===== src/design/vnfp_pkg.sv =====
`timescale 1ns / 1ps

package vnfp_pkg;

	// Cell coordinates: -1 .. 64 fits a signed byte for every legal grid size.
	typedef logic signed [7:0] cell_t;

	// Word handed from cell to cell: the pixel, its home cell and the best so far.
	typedef struct packed {
		logic [15:0] fx;
		logic [15:0] fy;
		cell_t       cx;
		cell_t       cy;
		logic [31:0] best;
		cell_t       ox;
		cell_t       oy;
	} chain_t;

	// One result word, last field in the lowest bits.
	typedef struct packed {
		logic [8:0]  hue;
		logic [15:0] glow;
		logic [31:0] dsq;
		logic [4:0]  oy;
		logic [4:0]  ox;
	} res_t;

	localparam logic [31:0] HASH_KX = 32'd374761393;
	localparam logic [31:0] HASH_KY = 32'd668265263;
	localparam logic [31:0] HASH_KS = 32'd2246822519;
	localparam logic [31:0] HASH_KM = 32'd1274126177;

	localparam logic [31:0] SALT_X   = 32'd1;
	localparam logic [31:0] SALT_Y   = 32'd2;
	localparam logic [31:0] SALT_HUE = 32'd3;

	localparam int          HUE_MOD   = 360;
	localparam logic [31:0] HUE_RECIP = 32'(64'h1_0000_0000 / HUE_MOD);

	// First hash round: linear mix of the cell coordinates and the salt.
	function automatic logic [31:0] hash_seed(cell_t x, cell_t y, logic [31:0] salt);
		logic [31:0] xw;
		logic [31:0] yw;
		xw = 32'(x);
		yw = 32'(y);
		return xw * HASH_KX + yw * HASH_KY + salt * HASH_KS;
	endfunction

endpackage


===== src/design/vnfp_cell.sv =====
`timescale 1ns / 1ps

module vnfp_cell #(
	parameter int GRID_CELLS = 8,
	parameter int CELL_IDX   = 0
) (
	input  logic             clk,
	input  logic             arst_n,
	input  logic             en,
	input  logic             in_valid,
	input  vnfp_pkg::chain_t in_word,
	input  logic [15:0]      phase,
	output logic             out_valid,
	output vnfp_pkg::chain_t out_word
);

	localparam int CS      = 65536 / GRID_CELLS;
	localparam int AMP     = CS / 4;
	localparam int WOB_MUL = 4 * AMP;
	localparam logic [31:0] RECIP = 32'(64'h1_0000_0000 / CS);
	localparam int DX = CELL_IDX % 3 - 1;
	localparam int DY = CELL_IDX / 3 - 1;
	localparam bit FIRST = (CELL_IDX == 0);
	localparam logic [16:0]        CS17  = 17'(CS);
	localparam logic signed [19:0] CS20  = 20'(CS);
	localparam logic signed [17:0] AMP18 = 18'(AMP);

	logic [6:0] v_q;

	vnfp_pkg::chain_t w_s1, w_s2, w_s3, w_s4, w_s5, w_s6, w_s7;
	vnfp_pkg::cell_t  n_s1 [2];
	vnfp_pkg::cell_t  n_s2 [2];
	vnfp_pkg::cell_t  n_s3 [2];
	vnfp_pkg::cell_t  n_s4 [2];
	logic [31:0]        h0_s1 [2];
	logic [31:0]        m_s2  [2];
	logic [16:0]        h_s3  [2];
	logic [16:0]        q_s3  [2];
	logic [16:0]        wq_s3 [2];
	logic [16:0]        r_s4  [2];
	logic signed [17:0] wob_s4 [2];
	logic signed [19:0] e_s5  [2];
	logic [31:0]        d2_s6;

	vnfp_pkg::cell_t    n_c   [2];
	logic [31:0]        seed_c [2];
	logic [31:0]        mix_c [2];
	logic [31:0]        h_c   [2];
	logic [63:0]        qp_c  [2];
	logic [15:0]        p_c   [2];
	logic [16:0]        tri_c [2];
	logic [33:0]        wp_c  [2];
	logic [16:0]        r0_c  [2];
	logic [16:0]        r_c   [2];
	logic signed [19:0] px_c  [2];
	logic signed [19:0] f_c   [2];
	logic signed [39:0] sq_c  [2];
	logic               take_c;
	vnfp_pkg::chain_t   nx_c;

	always_comb begin
		n_c[0] = in_word.cx + vnfp_pkg::cell_t'(DX);
		n_c[1] = in_word.cy + vnfp_pkg::cell_t'(DY);
		for (int a = 0; a < 2; a++) begin
			seed_c[a] = vnfp_pkg::hash_seed(n_c[0], n_c[1],
				(a == 0) ? vnfp_pkg::SALT_X : vnfp_pkg::SALT_Y);
			mix_c[a]  = h0_s1[a] ^ (h0_s1[a] >> 13);
			h_c[a]    = m_s2[a] ^ (m_s2[a] >> 16);
			qp_c[a]   = 64'(h_c[a]) * 64'(RECIP);
			p_c[a]    = phase + h_c[a][15:0];
			tri_c[a]  = p_c[a][15] ? (17'd65536 - 17'(p_c[a])) : 17'(p_c[a]);
			wp_c[a]   = 34'(tri_c[a]) * 34'(WOB_MUL);
			r0_c[a]   = h_s3[a] - 17'(q_s3[a] * CS17);
			r_c[a]    = (r_s4[a] >= CS17) ? (r_s4[a] - CS17) : r_s4[a];
			px_c[a]   = 20'(n_s4[a]) * CS20 + $signed({3'b000, r_c[a]}) + 20'(wob_s4[a]);
			f_c[a]    = $signed({4'b0000, ((a == 0) ? w_s4.fx : w_s4.fy)});
			sq_c[a]   = e_s5[a] * e_s5[a];
		end
		take_c = FIRST || (d2_s6 < w_s6.best);
		nx_c = w_s6;
		if (take_c) begin
			nx_c.best = d2_s6;
			nx_c.ox   = w_s6.cx + vnfp_pkg::cell_t'(DX);
			nx_c.oy   = w_s6.cy + vnfp_pkg::cell_t'(DY);
		end
	end

	always_ff @(posedge clk or negedge arst_n) begin
		if (!arst_n) begin
			v_q <= '0;
		end else if (en) begin
			v_q <= {v_q[5:0], in_valid};
		end
	end

	always_ff @(posedge clk) begin
		if (en) begin
			w_s1 <= in_word;
			w_s2 <= w_s1;
			w_s3 <= w_s2;
			w_s4 <= w_s3;
			w_s5 <= w_s4;
			w_s6 <= w_s5;
			for (int a = 0; a < 2; a++) begin
				n_s1[a]   <= n_c[a];
				n_s2[a]   <= n_s1[a];
				n_s3[a]   <= n_s2[a];
				n_s4[a]   <= n_s3[a];
				h0_s1[a]  <= seed_c[a];
				m_s2[a]   <= mix_c[a] * vnfp_pkg::HASH_KM;
				h_s3[a]   <= h_c[a][16:0];
				q_s3[a]   <= qp_c[a][48:32];
				wq_s3[a]  <= wp_c[a][32:16];
				r_s4[a]   <= r0_c[a];
				wob_s4[a] <= $signed({1'b0, wq_s3[a]}) - AMP18;
				e_s5[a]   <= f_c[a] - px_c[a];
			end
			d2_s6 <= sq_c[0][31:0] + sq_c[1][31:0];
			w_s7  <= nx_c;
		end
	end

	assign out_valid = v_q[6];
	assign out_word  = w_s7;

endmodule


===== config.mk =====
export PLATFORM = sky130hd
export DESIGN_NAME = vnfp_cell
export DESIGN_NICKNAME = d
export VERILOG_FILES = /design/src/design/vnfp_pkg.sv /design/src/design/vnfp_cell.sv
export SDC_FILE = /design/constraint.sdc
export NUM_CORES = 2
export LEC_CHECK = 0
export BUFFER_PORTS_ARGS = -buffer_cell sky130_fd_sc_hd__buf_2
export CORE_MARGIN = 4
export CORE_UTILIZATION = 40
export DETAILED_ROUTE_END_ITERATION = 10
export PLACE_DENSITY = 0.58
export SYNTH_ARGS = -nofsm -noshare
export SYNTH_HDL_FRONTEND = slang
export SYNTH_SLANG_ARGS = --single-unit
export TNS_END_PERCENT = 30

===== constraint.sdc =====
create_clock -name clk -period 12.45 [get_ports clk]
set_input_delay 3.735 -clock clk [delete_from_list [all_inputs] [get_ports clk]]
set_output_delay 3.735 -clock clk [all_outputs]
set_load 0.05 [all_outputs]

; Yosys cells after proc, flatten, opt, wreduce, memory -nomap -nowiden
; Memories as Yosys holds them, arrays and structs flattened.
; Index checks and enable logic that the tools add are counted.
[word_totals]
n_memories = 12
reg_bits = 423
input_bits = 116
ramBits = 398
out_inout_bits = 97
[classes]
n_bitwise = 4
n_lt_le_gt_ge = 2
mux = 6
add_sub_neg = 24
multipliers = 6
[memory_table]
columns = name, words, word_bits, read_ports, rd_clocked_by_memory_dff, write_ports, line_no
row1 = h0_s1, 2, 32, 2, 0, 2, vnfp_cell.sv:35  ; logic [31:0] h0_s1 [2];
row2 = m_s2, 2, 32, 2, 0, 2, vnfp_cell.sv:36  ; logic [31:0] m_s2 [2];
row3 = e_s5, 2, 20, 2, 0, 2, vnfp_cell.sv:42  ; logic signed [19:0] e_s5 [2];
row4 = wob_s4, 2, 18, 2, 0, 2, vnfp_cell.sv:41  ; logic signed [17:0] wob_s4 [2];
row5 = h_s3, 2, 17, 2, 0, 2, vnfp_cell.sv:37  ; logic [16:0] h_s3 [2];
row6 = q_s3, 2, 17, 2, 0, 2, vnfp_cell.sv:38  ; logic [16:0] q_s3 [2];
row7 = +6 memories, -, -, -, -, -, -
[ops]
columns = op, n
row1 = $add A20 B18 Y20, 4
row2 = $mux W17, 4
row3 = $add A32 B32 Y32, 2
row4 = $mul A20 B20 Y32, 2
row5 = $mul A32 B31 Y32 const B, 2
row6 = $xor A32 B19 Y32, 2
row7 = $xor A30 B16 Y30, 2
row8 = $sub A17 B20 Y20, 2
row9 = $sub A17 B12 Y18 const B, 2
row10 = $ge A17 B14 Y1 const B, 2
row11 = $sub A17 B14 Y17 const B, 2
row12 = $sub A17 B16 Y17 const A, 2
row13 = $sub A17 B17 Y17, 2
row14 = $add A16 B16 Y16, 2
row15 = $add A32 B28 Y32 const B, 1
row16 = $add A32 B32 Y32 const B, 1
row17 = $add A8 B1 Y8 const B, 4
row18 = $mul A8 B30 Y32 const B, 1
row19 = $mul A8 B31 Y32 const B, 1
row20 = $mux W1, 2

; Depth between registers and ports, before layout
; An unclocked memory read counts as a cell.
[depth]
ltp_word = 6
ltp_mapped = 31
ltp_nobuf = 29

; Worst setup path before layout
; Ideal clock, no wire load.
[synth_path]
path_type = input -> register
from = input in_word[56] (netlist bit)
to = memory h0_s1[0][31], data pin
arrival_ns = 10.586
setup_slack_ns = 1.599
setup_time_ns = 0.266
path_stages = 26
cell_sequence = inv_1 -> ha_1 -> nand2_1 -> xnor2_1 -> fa_1 -> inv_1 -> fa_1 -> fa_1 -> inv_1 -> fa_1 -> inv_1 -> fa_1 -> fa_1 -> inv_1 -> ha_1 -> clkbuf_1 -> nand2_1 -> o21ai_2 -> o32ai_1 -> nor3_1 -> a21oi_1 -> xnor2_2 -> nor4b_1 -> a211oi_1 -> nand3_1 -> xor2_1
[synth_rtl]
columns = element, line_no
row1 = start: declaration, vnfp_cell.sv:11  ; input vnfp_pkg::chain_t in_word,
row2 = end: declaration, vnfp_cell.sv:35

==> results.md <==
- Outcome: finished clean
- Relative slew slack: 25.0%
- Post-CTS Setup Bufs: 0
- Hold slack: 398 ps
- CP Class: input pin to register
- Area growth, synth to finish: 9.68%
- Remaining DRCs: 0
- Critical path required time: 12,890 ps
- Met1 Resource Use GR: a little over a fifth
- DR vias/cell: 4.71
- Sequential share of the synthesized area: between 30% and 40%
- Yosys Warn Count: 0
- Post-cts resize count: 0
- Leading area contributor after synthesis: fa_1
- Routed via count: 42,822
- # hold bufs at CTS: 0
- Final Hold Viols: 0
- Routed Wire Length: 163,000 um
- Commonest non-fill, non-tap cell in the layout: inv_1
- Most frequent cells in the layout: inv_1, fa_1, ha_1, edfxtp_1, nand2_1
- Vias in the first global route: ~48,000
- Fraction of layout cells with a size suffix above 1: 6.65%
- Starting Density: 40.4%
- Tmin final: 11,090 ps
- GRT overflow: 0
- Fin. max-slew vios: 0
- Core footprint: about 190,000 um^2
- H-tree depth: 3
- Syn Inst Count: 6,288
- Antenna violations before repair: 7
- Post-synth top flop: edfxtp_1
- CTS Sinks: between 700 and 800
- Synth top area share: 33.3%
- IO Count: 213
- Crit Path Max Fanout: 7
- Die W: 441 um
- Clock Skew: 33.1 ps
- Initial DRC count: 2,062
- CTS buffer count: 87
- Tcrit/Tclk final: 89.1%
- Layout Utilization: 44.3%
- CP Launch Type: input pin
- Clk_lat worst skew: 710 ps
- Worst-Margin Slew: 1120 ps
- Yosys cell types: 87
- Drt first pass iters: 5
- Fin Setup TNS: 0 ps
- Crit end category: register
- Top cells by area, synth: fa_1, edfxtp_1, ha_1, inv_1, xnor2_1
- PortBufs: 164
- Async SR Flop Fraction: less than 1%
- Final RePlAce weighted congestion: 0.872
- Die footprint: a little under 200,000 um^2
- HP Class: register to register
- Core Rows: 158
- Root Buffer: clkbuf_16
- Mean Syn Cell Area: 12.0 um^2
- TritonCTS clock tree: done
- Met3 Usage GRT: 2.24%
- Max Buffers Root-to-Sink: 3
- Nets: 8,668
- Max Freq: 90.1 MHz
- RSZ-0062 raised after global routing: false
- Arrival @ worst endpoint: 11,540 ps
- Endpoints failing setup: 0
- Mapped Area: 75,200 um^2
- Layer carrying the most global-route usage: met2
- Post-synthesis register bit count: around 760
- Met2 Usage GRT: 31.2%
- N_diodes: 0
- Global-route wire length before repair: 263,000 um
- Clock slew at reported path FFs: 60 ps
- DPL Wire Length: 137,000 um
- Max cap viols: 0
- Routed len/inst: about 18 um
- Post-synth EDFFs: around 750
- Die height: 441 um
- Largest net degree at the start of global routing: 172
- GRT Total Usage: roughly 17%
- Remaining antenna violation count: 0
[cell families after synthesis]
logic type	count (synthesis)	share of synthesized area, %
fa+ha+maj	2003	45.8
simple gates	865	5.63
xor+xnor	457	5.36
compound gates	426	3.88
flops	759	30.3
buf+inv	1763	8.81
other cells	2	0.00999
mux	13	0.185
[routing by layer]
| metal | wire, um | share of wire, % |
|---|---|---|
| met1 | 66800 | 41 |
| met2 | 84500 | 52 |
| met3 | 5690 | 3.5 |
| met4 | 6370 | 3.9 |
| met5 | 49 | 0.030 |
[state kept, by name (all words and copies together), names as in the netlist, 14 cells and up]
name and count:
m_s2 64, n_s4 14, n_s2 14, r_s4 26, n_s1 14, w_s4 16, f_c 32, w_s5 48
n_s3 14, h_s3 26, wq_s3 28, out_word 96, h0_s1 64, nx_c 48, w_s1 48, wob_s4 32
d2_s6 32, e_s5 40, w_s2 48, w_s3 48
[synth_stat cells (all sizes together) (70+ instances only)]
| cell type | number |
|---|---|
| ha | 752 |
| edfxtp | 752 |
| o21ai | 70 |
| clkbuf | 74 |
| nor2 | 162 |
| xor2 | 175 |
| a21oi | 127 |
| fa | 1251 |
| xnor2 | 282 |
| nand2 | 285 |
| inv | 1687 |
| and2 | 157 |
[worst max-delay path, stage by stage]
cell and delay, ps:
buf_2 170, inv_1 160, ha_1 230, a21boi_0 320
nand2_1 150, or3_1 340, xnor2_1 250, inv_1 150
fa_1 500, fa_1 490, inv_1 60, fa_1 530
fa_1 450, fa_1 490, inv_1 40, fa_1 470
inv_1 40, ha_1 420, o21ai_0 130, a21oi_1 170
o32ai_1 150, nor3_1 470, o22ai_1 160, xnor2_1 460
nor4b_1 140, a211oi_1 500, nand3_1 150, xor2_1 180
[layout make-up]
| type | instances | area, um^2 |
|---|---|---|
| Multi-Input combinational cell | 3774 | 45800 |
| Clock buffer | 98 | 2220 |
| Timing Repair Buffer | 240 | 1410 |
| Tap cell | 2480 | 3100 |
| Sequential cell | 759 | 22800 |
| Clock inverter | 61 | 793 |
| Fill cell | 17283 | 104000 |
| Inverter | 1687 | 6330 |
[through the flow]
| stage | std cells | cell area [um^2] | worst slack, ps |
|---|---|---|---|
| 2_1_floorplan | 6296 | 75200 | 1600 |
| 3_3_place_gp | 8940 | 79400 | 805 |
| 3_5_place_dp | 8940 | 79400 | 667 |
| 4_1_cts | 9099 | 82400 | 1430 |
| 5_1_grt | 9099 | 82400 | 799 |
| 6_report | 9099 | 82400 | 1360 |
[path summary, 6_finish.rpt]
path	depth (start not counted)	endpoint	start	slack, ps
max	28	h0_s1[0][31]	in_word[49]	1360
min reg2reg	0	r_s4[0][8]	h_s3[0][8]	400
min	0	r_s4[0][8]	h_s3[0][8]	400
max reg2reg	25	d2_s6[31]	e_s5[0][6]	3690
min in group asynchronous	1	v_q[6]	arst_n	2870
max in group asynchronous	1	v_q[4]	arst_n	9430
Power is not shown: default switching activity piles up to over one toggle a cycle in this logic, so the estimate is an artifact.
