===== src/design/vnfp_pkg.sv =====
`timescale 1ns / 1ps

package vnfp_pkg;

	// Cell coordinates: -1 .. 64 fits a signed byte for every legal grid size.
	typedef logic signed [7:0] cell_t;

	// Word handed from cell to cell: the pixel, its home cell and the best so far.
	typedef struct packed {
		logic [15:0] fx;
		logic [15:0] fy;
		cell_t       cx;
		cell_t       cy;
		logic [31:0] best;
		cell_t       ox;
		cell_t       oy;
	} chain_t;

	// One result word, last field in the lowest bits.
	typedef struct packed {
		logic [8:0]  hue;
		logic [15:0] glow;
		logic [31:0] dsq;
		logic [4:0]  oy;
		logic [4:0]  ox;
	} res_t;

	localparam logic [31:0] HASH_KX = 32'd374761393;
	localparam logic [31:0] HASH_KY = 32'd668265263;
	localparam logic [31:0] HASH_KS = 32'd2246822519;
	localparam logic [31:0] HASH_KM = 32'd1274126177;

	localparam logic [31:0] SALT_X   = 32'd1;
	localparam logic [31:0] SALT_Y   = 32'd2;
	localparam logic [31:0] SALT_HUE = 32'd3;

	localparam int          HUE_MOD   = 360;
	localparam logic [31:0] HUE_RECIP = 32'(64'h1_0000_0000 / HUE_MOD);

	// First hash round: linear mix of the cell coordinates and the salt.
	function automatic logic [31:0] hash_seed(cell_t x, cell_t y, logic [31:0] salt);
		logic [31:0] xw;
		logic [31:0] yw;
		xw = 32'(x);
		yw = 32'(y);
		return xw * HASH_KX + yw * HASH_KY + salt * HASH_KS;
	endfunction

endpackage


===== src/design/vnfp_finish.sv =====
`timescale 1ns / 1ps

module vnfp_finish #(
	parameter int GRID_CELLS       = 8,
	parameter int GLOW_TABLE_DEPTH = 1024
) (
	input  logic             clk,
	input  logic             arst_n,
	input  logic             en,
	input  logic             in_valid,
	input  vnfp_pkg::chain_t in_word,
	output logic             out_valid,
	output vnfp_pkg::res_t   out_res
);

	localparam int CS     = 65536 / GRID_CELLS;
	localparam int REACH  = (CS * 3) / 2;
	localparam logic [31:0] RECIP_R = 32'(64'h1_0000_0000 / REACH);
	localparam logic [31:0] REACH32 = 32'(REACH);
	localparam logic [15:0] GI_MAX  = 16'(GLOW_TABLE_DEPTH - 1);
	localparam int ROOT_N = 16;
	localparam int HUE_AT = 4;
	localparam logic [9:0] HUE_M10 = 10'(vnfp_pkg::HUE_MOD);

	typedef struct packed {
		vnfp_pkg::cell_t ox;
		vnfp_pkg::cell_t oy;
		logic [31:0]     dsq;
		logic [8:0]      hue;
	} side_t;

	logic [ROOT_N+2:0] v_q;
	logic [31:0] rv_q [ROOT_N+1];
	logic [31:0] rs_q [ROOT_N+1];
	side_t       sd_q [ROOT_N+1];
	logic [31:0] hu_s1, hu_s2;
	logic [9:0]  hh_s3, hq_s3, hr_s4;
	logic [31:0] qd_s1, xd_s1;
	side_t       sd_s1;

	logic [15:0] gi_c;
	logic [31:0] rv_c [ROOT_N];
	logic [31:0] rs_c [ROOT_N];
	logic [31:0] bit_c, sum_c;
	logic [31:0] hm_c, hh_c;
	logic [63:0] hp_c, qp_c;
	logic [8:0]  hue_c;
	logic [31:0] xd_c, rem_c, ramp_c;
	logic [15:0] glow_c;

	always_comb begin
		gi_c = (in_word.best[31:16] > GI_MAX) ? GI_MAX : in_word.best[31:16];
		for (int j = 0; j < ROOT_N; j++) begin
			bit_c = 32'd1 << (30 - 2 * j);
			sum_c = rs_q[j] + bit_c;
			if (rv_q[j] >= sum_c) begin
				rv_c[j] = rv_q[j] - sum_c;
				rs_c[j] = (rs_q[j] >> 1) + bit_c;
			end else begin
				rv_c[j] = rv_q[j];
				rs_c[j] = rs_q[j] >> 1;
			end
		end
		hm_c  = hu_s1 ^ (hu_s1 >> 13);
		hh_c  = hu_s2 ^ (hu_s2 >> 16);
		hp_c  = 64'(hh_c) * 64'(vnfp_pkg::HUE_RECIP);
		hue_c = 9'((hr_s4 >= HUE_M10) ? (hr_s4 - HUE_M10) : hr_s4);
		xd_c  = {rs_q[ROOT_N][15:0], 16'h0000};
		qp_c  = 64'(xd_c) * 64'(RECIP_R);
		rem_c = xd_s1 - qd_s1 * REACH32;
		ramp_c = (rem_c >= REACH32) ? (qd_s1 + 32'd1) : qd_s1;
		if (ramp_c == 32'd0) begin
			glow_c = 16'hFFFF;
		end else if (ramp_c >= 32'd32768) begin
			glow_c = 16'd32768;
		end else begin
			glow_c = 16'(17'd65536 - 17'(ramp_c));
		end
	end

	always_ff @(posedge clk or negedge arst_n) begin
		if (!arst_n) begin
			v_q <= '0;
		end else if (en) begin
			v_q <= {v_q[ROOT_N+1:0], in_valid};
		end
	end

	always_ff @(posedge clk) begin
		if (en) begin
			rv_q[0] <= {gi_c, 16'h0000};
			rs_q[0] <= '0;
			sd_q[0] <= '{ox: in_word.ox, oy: in_word.oy, dsq: in_word.best, hue: '0};
			hu_s1   <= vnfp_pkg::hash_seed(in_word.ox, in_word.oy, vnfp_pkg::SALT_HUE);
			hu_s2   <= hm_c * vnfp_pkg::HASH_KM;
			hh_s3   <= hh_c[9:0];
			hq_s3   <= hp_c[41:32];
			hr_s4   <= hh_s3 - 10'(hq_s3 * HUE_M10);
			for (int j = 0; j < ROOT_N; j++) begin
				rv_q[j+1] <= rv_c[j];
				rs_q[j+1] <= rs_c[j];
				if (j == HUE_AT - 1) begin
					sd_q[j+1] <= '{ox: sd_q[j].ox, oy: sd_q[j].oy, dsq: sd_q[j].dsq,
						hue: hue_c};
				end else begin
					sd_q[j+1] <= sd_q[j];
				end
			end
			qd_s1 <= qp_c[63:32];
			xd_s1 <= xd_c;
			sd_s1 <= sd_q[ROOT_N];
			out_res.ox   <= sd_s1.ox[4:0];
			out_res.oy   <= sd_s1.oy[4:0];
			out_res.dsq  <= sd_s1.dsq;
			out_res.hue  <= sd_s1.hue;
			out_res.glow <= glow_c;
		end
	end

	assign out_valid = v_q[ROOT_N+2];

endmodule


===== config.mk =====
export PLATFORM = sky130hd
export DESIGN_NAME = vnfp_finish
export DESIGN_NICKNAME = d
export VERILOG_FILES = /design/src/design/vnfp_pkg.sv /design/src/design/vnfp_finish.sv
export SDC_FILE = /design/constraint.sdc
export NUM_CORES = 2
export LEC_CHECK = 0
export BUFFER_PORTS_ARGS = -buffer_cell sky130_fd_sc_hd__buf_4
export CORE_ASPECT_RATIO = 2
export CORE_MARGIN = 1.5
export CORE_UTILIZATION = 41
export DETAILED_ROUTE_END_ITERATION = 8
export HOLD_SLACK_MARGIN = 0.06
export SLEW_MARGIN = 5
export SYNTH_ARGS = -nofsm -noshare
export SYNTH_HDL_FRONTEND = slang
export SYNTH_SLANG_ARGS = --single-unit
export TNS_END_PERCENT = 5

===== constraint.sdc =====
create_clock -name clk -period 19.7 [get_ports clk]
set_clock_uncertainty 0.1 [all_clocks]
set_input_delay 3.94 -clock clk [delete_from_list [all_inputs] [get_ports clk]]
set_output_delay 3.94 -clock clk [all_outputs]
set_load 0.01 [all_outputs]

# == Word level (Yosys, flattened, before mapping) ==
# Memory sizes are Yosys's and may differ from the RTL's. A register that Yosys moved wholly into a read port is not among the register bits.
# Cells that the tools add are included.
# op_classes
bitwise,2
n_lt_le_gt_ge,20
mul,7
addsub,55
muxes,38
n_reduce_logical,2
# op_table
op,n
two-way mux 32 bit,32
subtractor 32 bit,17
>= comparator 32 bit,16
"multiplier 32 x 19 -> 37 bit, second input constant",1
"multiplier 16 x 19 -> 35 bit, second input constant",1
"adder 31 x 1 -> 32 bit, second input constant",1
"adder 31 x 11 -> 32 bit, second input constant",1
"adder 31 x 13 -> 32 bit, second input constant",1
"adder 31 x 15 -> 32 bit, second input constant",1
"adder 31 x 17 -> 32 bit, second input constant",1
"adder 31 x 19 -> 32 bit, second input constant",1
"adder 31 x 21 -> 32 bit, second input constant",1
"adder 31 x 23 -> 32 bit, second input constant",1
"adder 31 x 25 -> 32 bit, second input constant",1
"adder 31 x 27 -> 32 bit, second input constant",1
"adder 31 x 29 -> 32 bit, second input constant",1
"adder 31 x 3 -> 32 bit, second input constant",1
"adder 31 x 31 -> 32 bit, second input constant",1
"adder 31 x 5 -> 32 bit, second input constant",1
"adder 31 x 7 -> 32 bit, second input constant",1
"adder 31 x 9 -> 32 bit, second input constant",1
"adder 32 x 1 -> 32 bit, second input constant",1
"adder 32 x 11 -> 32 bit, second input constant",1
"adder 32 x 13 -> 32 bit, second input constant",1
37 further kinds,38
# word_totals
output_inout_bits,68
register_bits,215
mem_bits_rw,2057
input_bits,100
memories,3
elab_cells,141
# mem_list
name,words,width,rd,rd_clocked_by_memory_dff,write_ports,line,text
sd_q,17,57,17,1,17,vnfp_finish.sv:35,side_t sd_q [ROOT_N+1];
rs_q,17,32,17,0,17,vnfp_finish.sv:34,logic [31:0] rs_q [ROOT_N+1];
rv_q,17,32,16,0,17,vnfp_finish.sv:33,logic [31:0] rv_q [ROOT_N+1];

# == Depth between registers and ports, before layout ==
# logic_depth
ltp_word,6
depth_mapped,33
mapped_depth_nobuf,30

# == Worst setup path before layout ==
# Ideal clock, no wire load.
# synth_timing
path_kind,input-to-reg
from,input port in_word[6] in the netlist's numbering
to,"register hu_s1[30], data pin"
t_required_ns,19.337
arrival_ns,9.640
setup_slack_ns,9.697
setup_time_ns,0.263
path_stages,23
n_path_buf,1
cell_sequence,clkbuf_1 inv_1 ha_1 inv_1 fa_1 fa_1 inv_1 fa_1 fa_1 fa_1 inv_1 ha_1 a21o_1 a21o_1 a21oi_1 o21ai_0 a21o_1 a22o_1 o41ai_1 o21ai_0 o211a_1 a311oi_1 xnor2_1
# synth_between
elab_chain_cells,3
# synth_lines
element,line,text
start: declaration,vnfp_finish.sv:11,"input vnfp_pkg::chain_t in_word,"
multiplier 8 x 31 -> 32 bit,vnfp_pkg.sv:46,return xw * HASH_KX + yw * HASH_KY + salt * HASH_KS;
adder 32 bit (2 in a row),vnfp_pkg.sv:46,
end signal: assignment,vnfp_finish.sv:94,"hu_s1 <= vnfp_pkg::hash_seed(in_word.ox, in_word.oy, vnfp_pkg::SALT_HUE);"
end: declaration,vnfp_finish.sv:36,"logic [31:0] hu_s1, hu_s2;"
# Every way passes these cells.
# A chain may end at the register's enable or synchronous reset.

# == Worst setup path in the final report ==
# layout_timing
from,input port in_word[5] in the netlist's numbering
to,"register hu_s1[30], data pin"
# The elaborated chain is that of the path after synthesis.

==> PnR_summary.wiki <==
{| class="wikitable"
! Metric !! Value
|-
| Fill cell total of the finished layout || 17,700
|-
| Fin Hold WS || 290 ps
|-
| Count of cells resized by post-cts repair || 0
|-
| Cells traversed along the worst timing path || buf_4 -> inv_1 -> ha_1 -> xnor2_1 -> xnor2_1 -> fa_1 -> inv_1 -> fa_1 -> fa_1 -> inv_1 -> fa_1 -> ha_1 -> o21a_1 -> o41ai_1 -> o21ai_0 -> a22o_1 -> o41ai_1 -> o21ai_0 -> o211a_1 -> a311oi_1 -> xnor2_1
|-
| Biggest fanout along the worst timing path || 7
|-
| Highest clock rate || roughly 95 MHz
|-
| Number of setup violations in the final report || 0
|-
| WHS Endpoint || sd_q[5][19]
|-
| Final routed wirelength across all metal layers || about 150,000 microns
|-
| Pin count of the biggest net entering global routing || between 150 and 200
|-
| Hold-fix buffers at CTS || 0
|-
| Period minus WS final || 10,550 ps
|-
| Data arrival time of the critical path || 10,980 ps
|-
| Reg2Reg Launch Point || hu_s1[20]
|-
| Top-count cell post-synth || sky130_fd_sc_hd__edfxtp_1
|-
| Status || complete, no violations
|-
| Synth cell types || 85
|-
| Overall track demand over capacity in global routing || approximately 15%
|-
| Number of synthesized flops with an enable pin || around 1,500
|-
| Fraction of synthesized cell area taken by the top area cell type || between 50% and 60%
|-
| Initial Utilization || between 40% and 50%
|-
| Combined area of the multi-input logic cells || about 33,000 sq um
|-
| Final antenna-violating net count || 0
|-
| Clock tree from TritonCTS || built
|-
| Synth-to-layout area growth || 11.0%
|-
| Hold_sp || sd_q[4][19]
|-
| Number of clock sinks seen by CTS || between 1,500 and 2,000
|-
| Type of the worst setup path || input port to flip-flop
|-
| Worst min-delay path category || flip-flop to flip-flop
|-
| Sort of element at the start of the critical path || input port
|-
| Fraction of layout instances using a drive strength above 1 || under 10%
|-
| Required time reported for the critical path endpoint || 20,120 ps
|-
| Max-cap violation count || 0
|-
| YS warnings || 0
|-
| Routability cong. || 0.936
|-
| Number of rows in the core area || 233
|-
| Synthesized netlist cell count || ~5,800
|-
| Via count || ~43,000
|-
| Final Cycle Share || 53.6%
|-
| Clock latency reported for the late side of the worst-skew pair || 840 ps
|-
| Worst slew pin tran || ~1200 ps
|-
| Reg2reg path depth || 22
|-
| Clock-pin slew on the worst setup and hold paths || 70 ps
|-
| Area taken by flip-flops and latches || between 40,000 and 50,000 sq um
|-
| Area of the core || slightly above 200,000 sq um
|-
| Die Y || around 640 microns
|-
| Die Width || between 300 and 400 microns
|-
| Number of vias per cell after detailed routing || around 4.8
|-
| Dominant register cell in the synthesized netlist || sky130_fd_sc_hd__edfxtp_1
|-
| Post-Synthesis Mean Instance Area || around 14 sq um
|-
| Number of cells on the worst hold path || 0
|-
| Top cells by area, synth || sky130_fd_sc_hd__edfxtp_1 55%, sky130_fd_sc_hd__fa_1 15%, sky130_fd_sc_hd__ha_1 11%
|-
| Die Footprint || just over 200,000 sq um
|-
| Detailed-router iteration count before antenna repair || 5
|-
| Sequential fraction of the synthesis area || 55.3%
|-
| First DRT Iteration DRCs || between 1,500 and 2,000
|-
| Worst R2R Setup Slack || 10,950 ps
|-
| Number of H-tree levels || 4
|-
| Boundary pin count || roughly 170
|-
| Post-Syn Area || ~83,000 sq um
|-
| Initial antenna violation count || 1
|-
| Slew HR || between 10% and 20%
|-
| Pins over their slew limit || 0
|-
| Most used cell along the critical path || sky130_fd_sc_hd__fa_1
|-
| Cell accounting for the most synthesized area || sky130_fd_sc_hd__edfxtp_1
|-
| Cell area after layout || 92,200 sq um
|-
| Slowest cell delay on critical path || 590 ps
|-
| Via count of the first global-routing pass || between 40,000 and 50,000
|-
| Post-CTS Setup Bufs || 0
|-
| Input/output buffers || 119
|-
| Number of hold violations in the final report || 0
|-
| Accumulated negative setup slack || 0 ps
|-
| Master cell of the clock root buffer || sky130_fd_sc_hd__clkbuf_16
|-
| Unrepaired setup endpoints after global routing || no
|-
| Share of flip-flops with an asynchronous set or reset after synthesis || between 1 and 1.5%
|-
| Drt wl/cell || approximately 17 microns
|-
| Reg-to-Reg End || hu_s2[31]
|-
| Maximum clock insertion buffer count || 4
|-
| Half-perimeter wire length after placement || around 120,000 microns
|-
| Top cells by instance count after synthesis || 1,516 x sky130_fd_sc_hd__edfxtp_1, 1,132 x sky130_fd_sc_hd__inv_1, 710 x sky130_fd_sc_hd__ha_1, 603 x sky130_fd_sc_hd__fa_1, 267 x sky130_fd_sc_hd__xnor2_1
|-
| Placement-stage cell area || just under 90,000 sq um
|-
| DRC violation count after routing || 0
|-
| Total gr overflow || 0
|-
| Crit path max-delay cell type || sky130_fd_sc_hd__o41ai_1
|-
| Fin nets || 7,488
|-
| Yosys reg bits || between 1,500 and 2,000
|-
| Global-route wire length before repair || ~240,000 microns
|-
| Capturing element type of the critical path || flip-flop
|-
| Cts bufs inserted || 150
|}
[layer usage]
metal,track usage (%),up-vias,routed length (microns)
li1,-,20400,-
met1,12.2,21200,45600
met2,31.9,633,91700
met3,1.80,443,3500
met4,12.1,0,13800
met5,0,-,0
[layout make-up]
| class | instances | area share [%] |
|---|---|---|
| clock inverters | 82 | 0.906 |
| diodes | 2 | 0.00543 |
| inverters | 1132 | 4.61 |
| flip-flops and latches | 1535 | 49.9 |
| well taps | 2702 | 3.67 |
| clock buffers | 175 | 4.22 |
| repair buffers | 147 | 1.27 |
| multi-input cells | 3109 | 35.5 |
[kinds of logic after synthesis]
| kind of cell | Yosys count | share of synthesized area [%] |
|---|---|---|
| AOI/OAI and AO/OA | 603 | 4.66 |
| muxes | 47 | 0.626 |
| buffers and inverters | 1177 | 5.35 |
| and+or+nand+nor | 730 | 4.49 |
| DFF | 1535 | 55.3 |
| xor gates and xnor gates | 410 | 4.32 |
| adders and majority gates | 1313 | 25.2 |
| other | 1 | 0.00451 |
[sequential cells by signal, summed over array words and instances (netlist names), 16 cells and up]
| signal | cells |
|---|---|
| sd_s1 | 51 |
| hu_s1 | 32 |
| out_res | 67 |
| hu_s2 | 32 |
| xd_s1 | 16 |
| sd_q | 831 |
| rv_q | 305 |
| rs_q | 136 |
| v_q | 19 |
| qd_s1 | 19 |
[placed cells by master, fill, tap and decap left out, types with 40 or more instances in the layout]
cell,netlist,layout
sky130_fd_sc_hd__o21ai_0,113,113
sky130_fd_sc_hd__nor2_1,194,194
sky130_fd_sc_hd__a21oi_1,196,196
sky130_fd_sc_hd__fa_1,603,603
sky130_fd_sc_hd__xor2_1,143,142
sky130_fd_sc_hd__nor3_1,77,77
sky130_fd_sc_hd__xnor2_1,267,267
sky130_fd_sc_hd__inv_1,1132,1132
sky130_fd_sc_hd__nand3_1,54,54
sky130_fd_sc_hd__edfxtp_1,1516,1516
sky130_fd_sc_hd__clkbuf_16,0,152
sky130_fd_sc_hd__a21o_1,71,71
sky130_fd_sc_hd__mux2_2,40,40
sky130_fd_sc_hd__buf_4,4,142
sky130_fd_sc_hd__o21bai_1,46,46
sky130_fd_sc_hd__nand2_1,132,132
sky130_fd_sc_hd__ha_1,710,710
[through the flow]
step	cells	worst slack [ps]	utilization (%)
after floorplan	5821	9700	-
after global placement	8625	8350	43.4
after detailed placement	8625	8310	43.4
after CTS	8882	9140	45.8
after global routing	8883	8850	45.8
final	8884	9150	45.8
[worst max-delay path: cells and delay by family]
kind            cells  cell delay, ps
xor+xnor            3             590
fa+ha+maj           6            2620
compound gates      8            3140
buf+inv             4             690
[how the worst max path moves through the flow]
stage	start	to	slack (ps)	cells after the start
floorplan	in_word[6]	hu_s1[30]	9700	23
global placement	in_word[1]	hu_s1[30]	8350	22
detailed placement	in_word[5]	hu_s1[30]	8310	21
CTS	in_word[5]	hu_s1[30]	9140	21
global route	in_word[5]	hu_s1[30]	8850	21
finish	in_word[5]	hu_s1[30]	9150	21
Power is not shown: default switching activity piles up to over one toggle a cycle in this logic, so the estimate is an artifact.
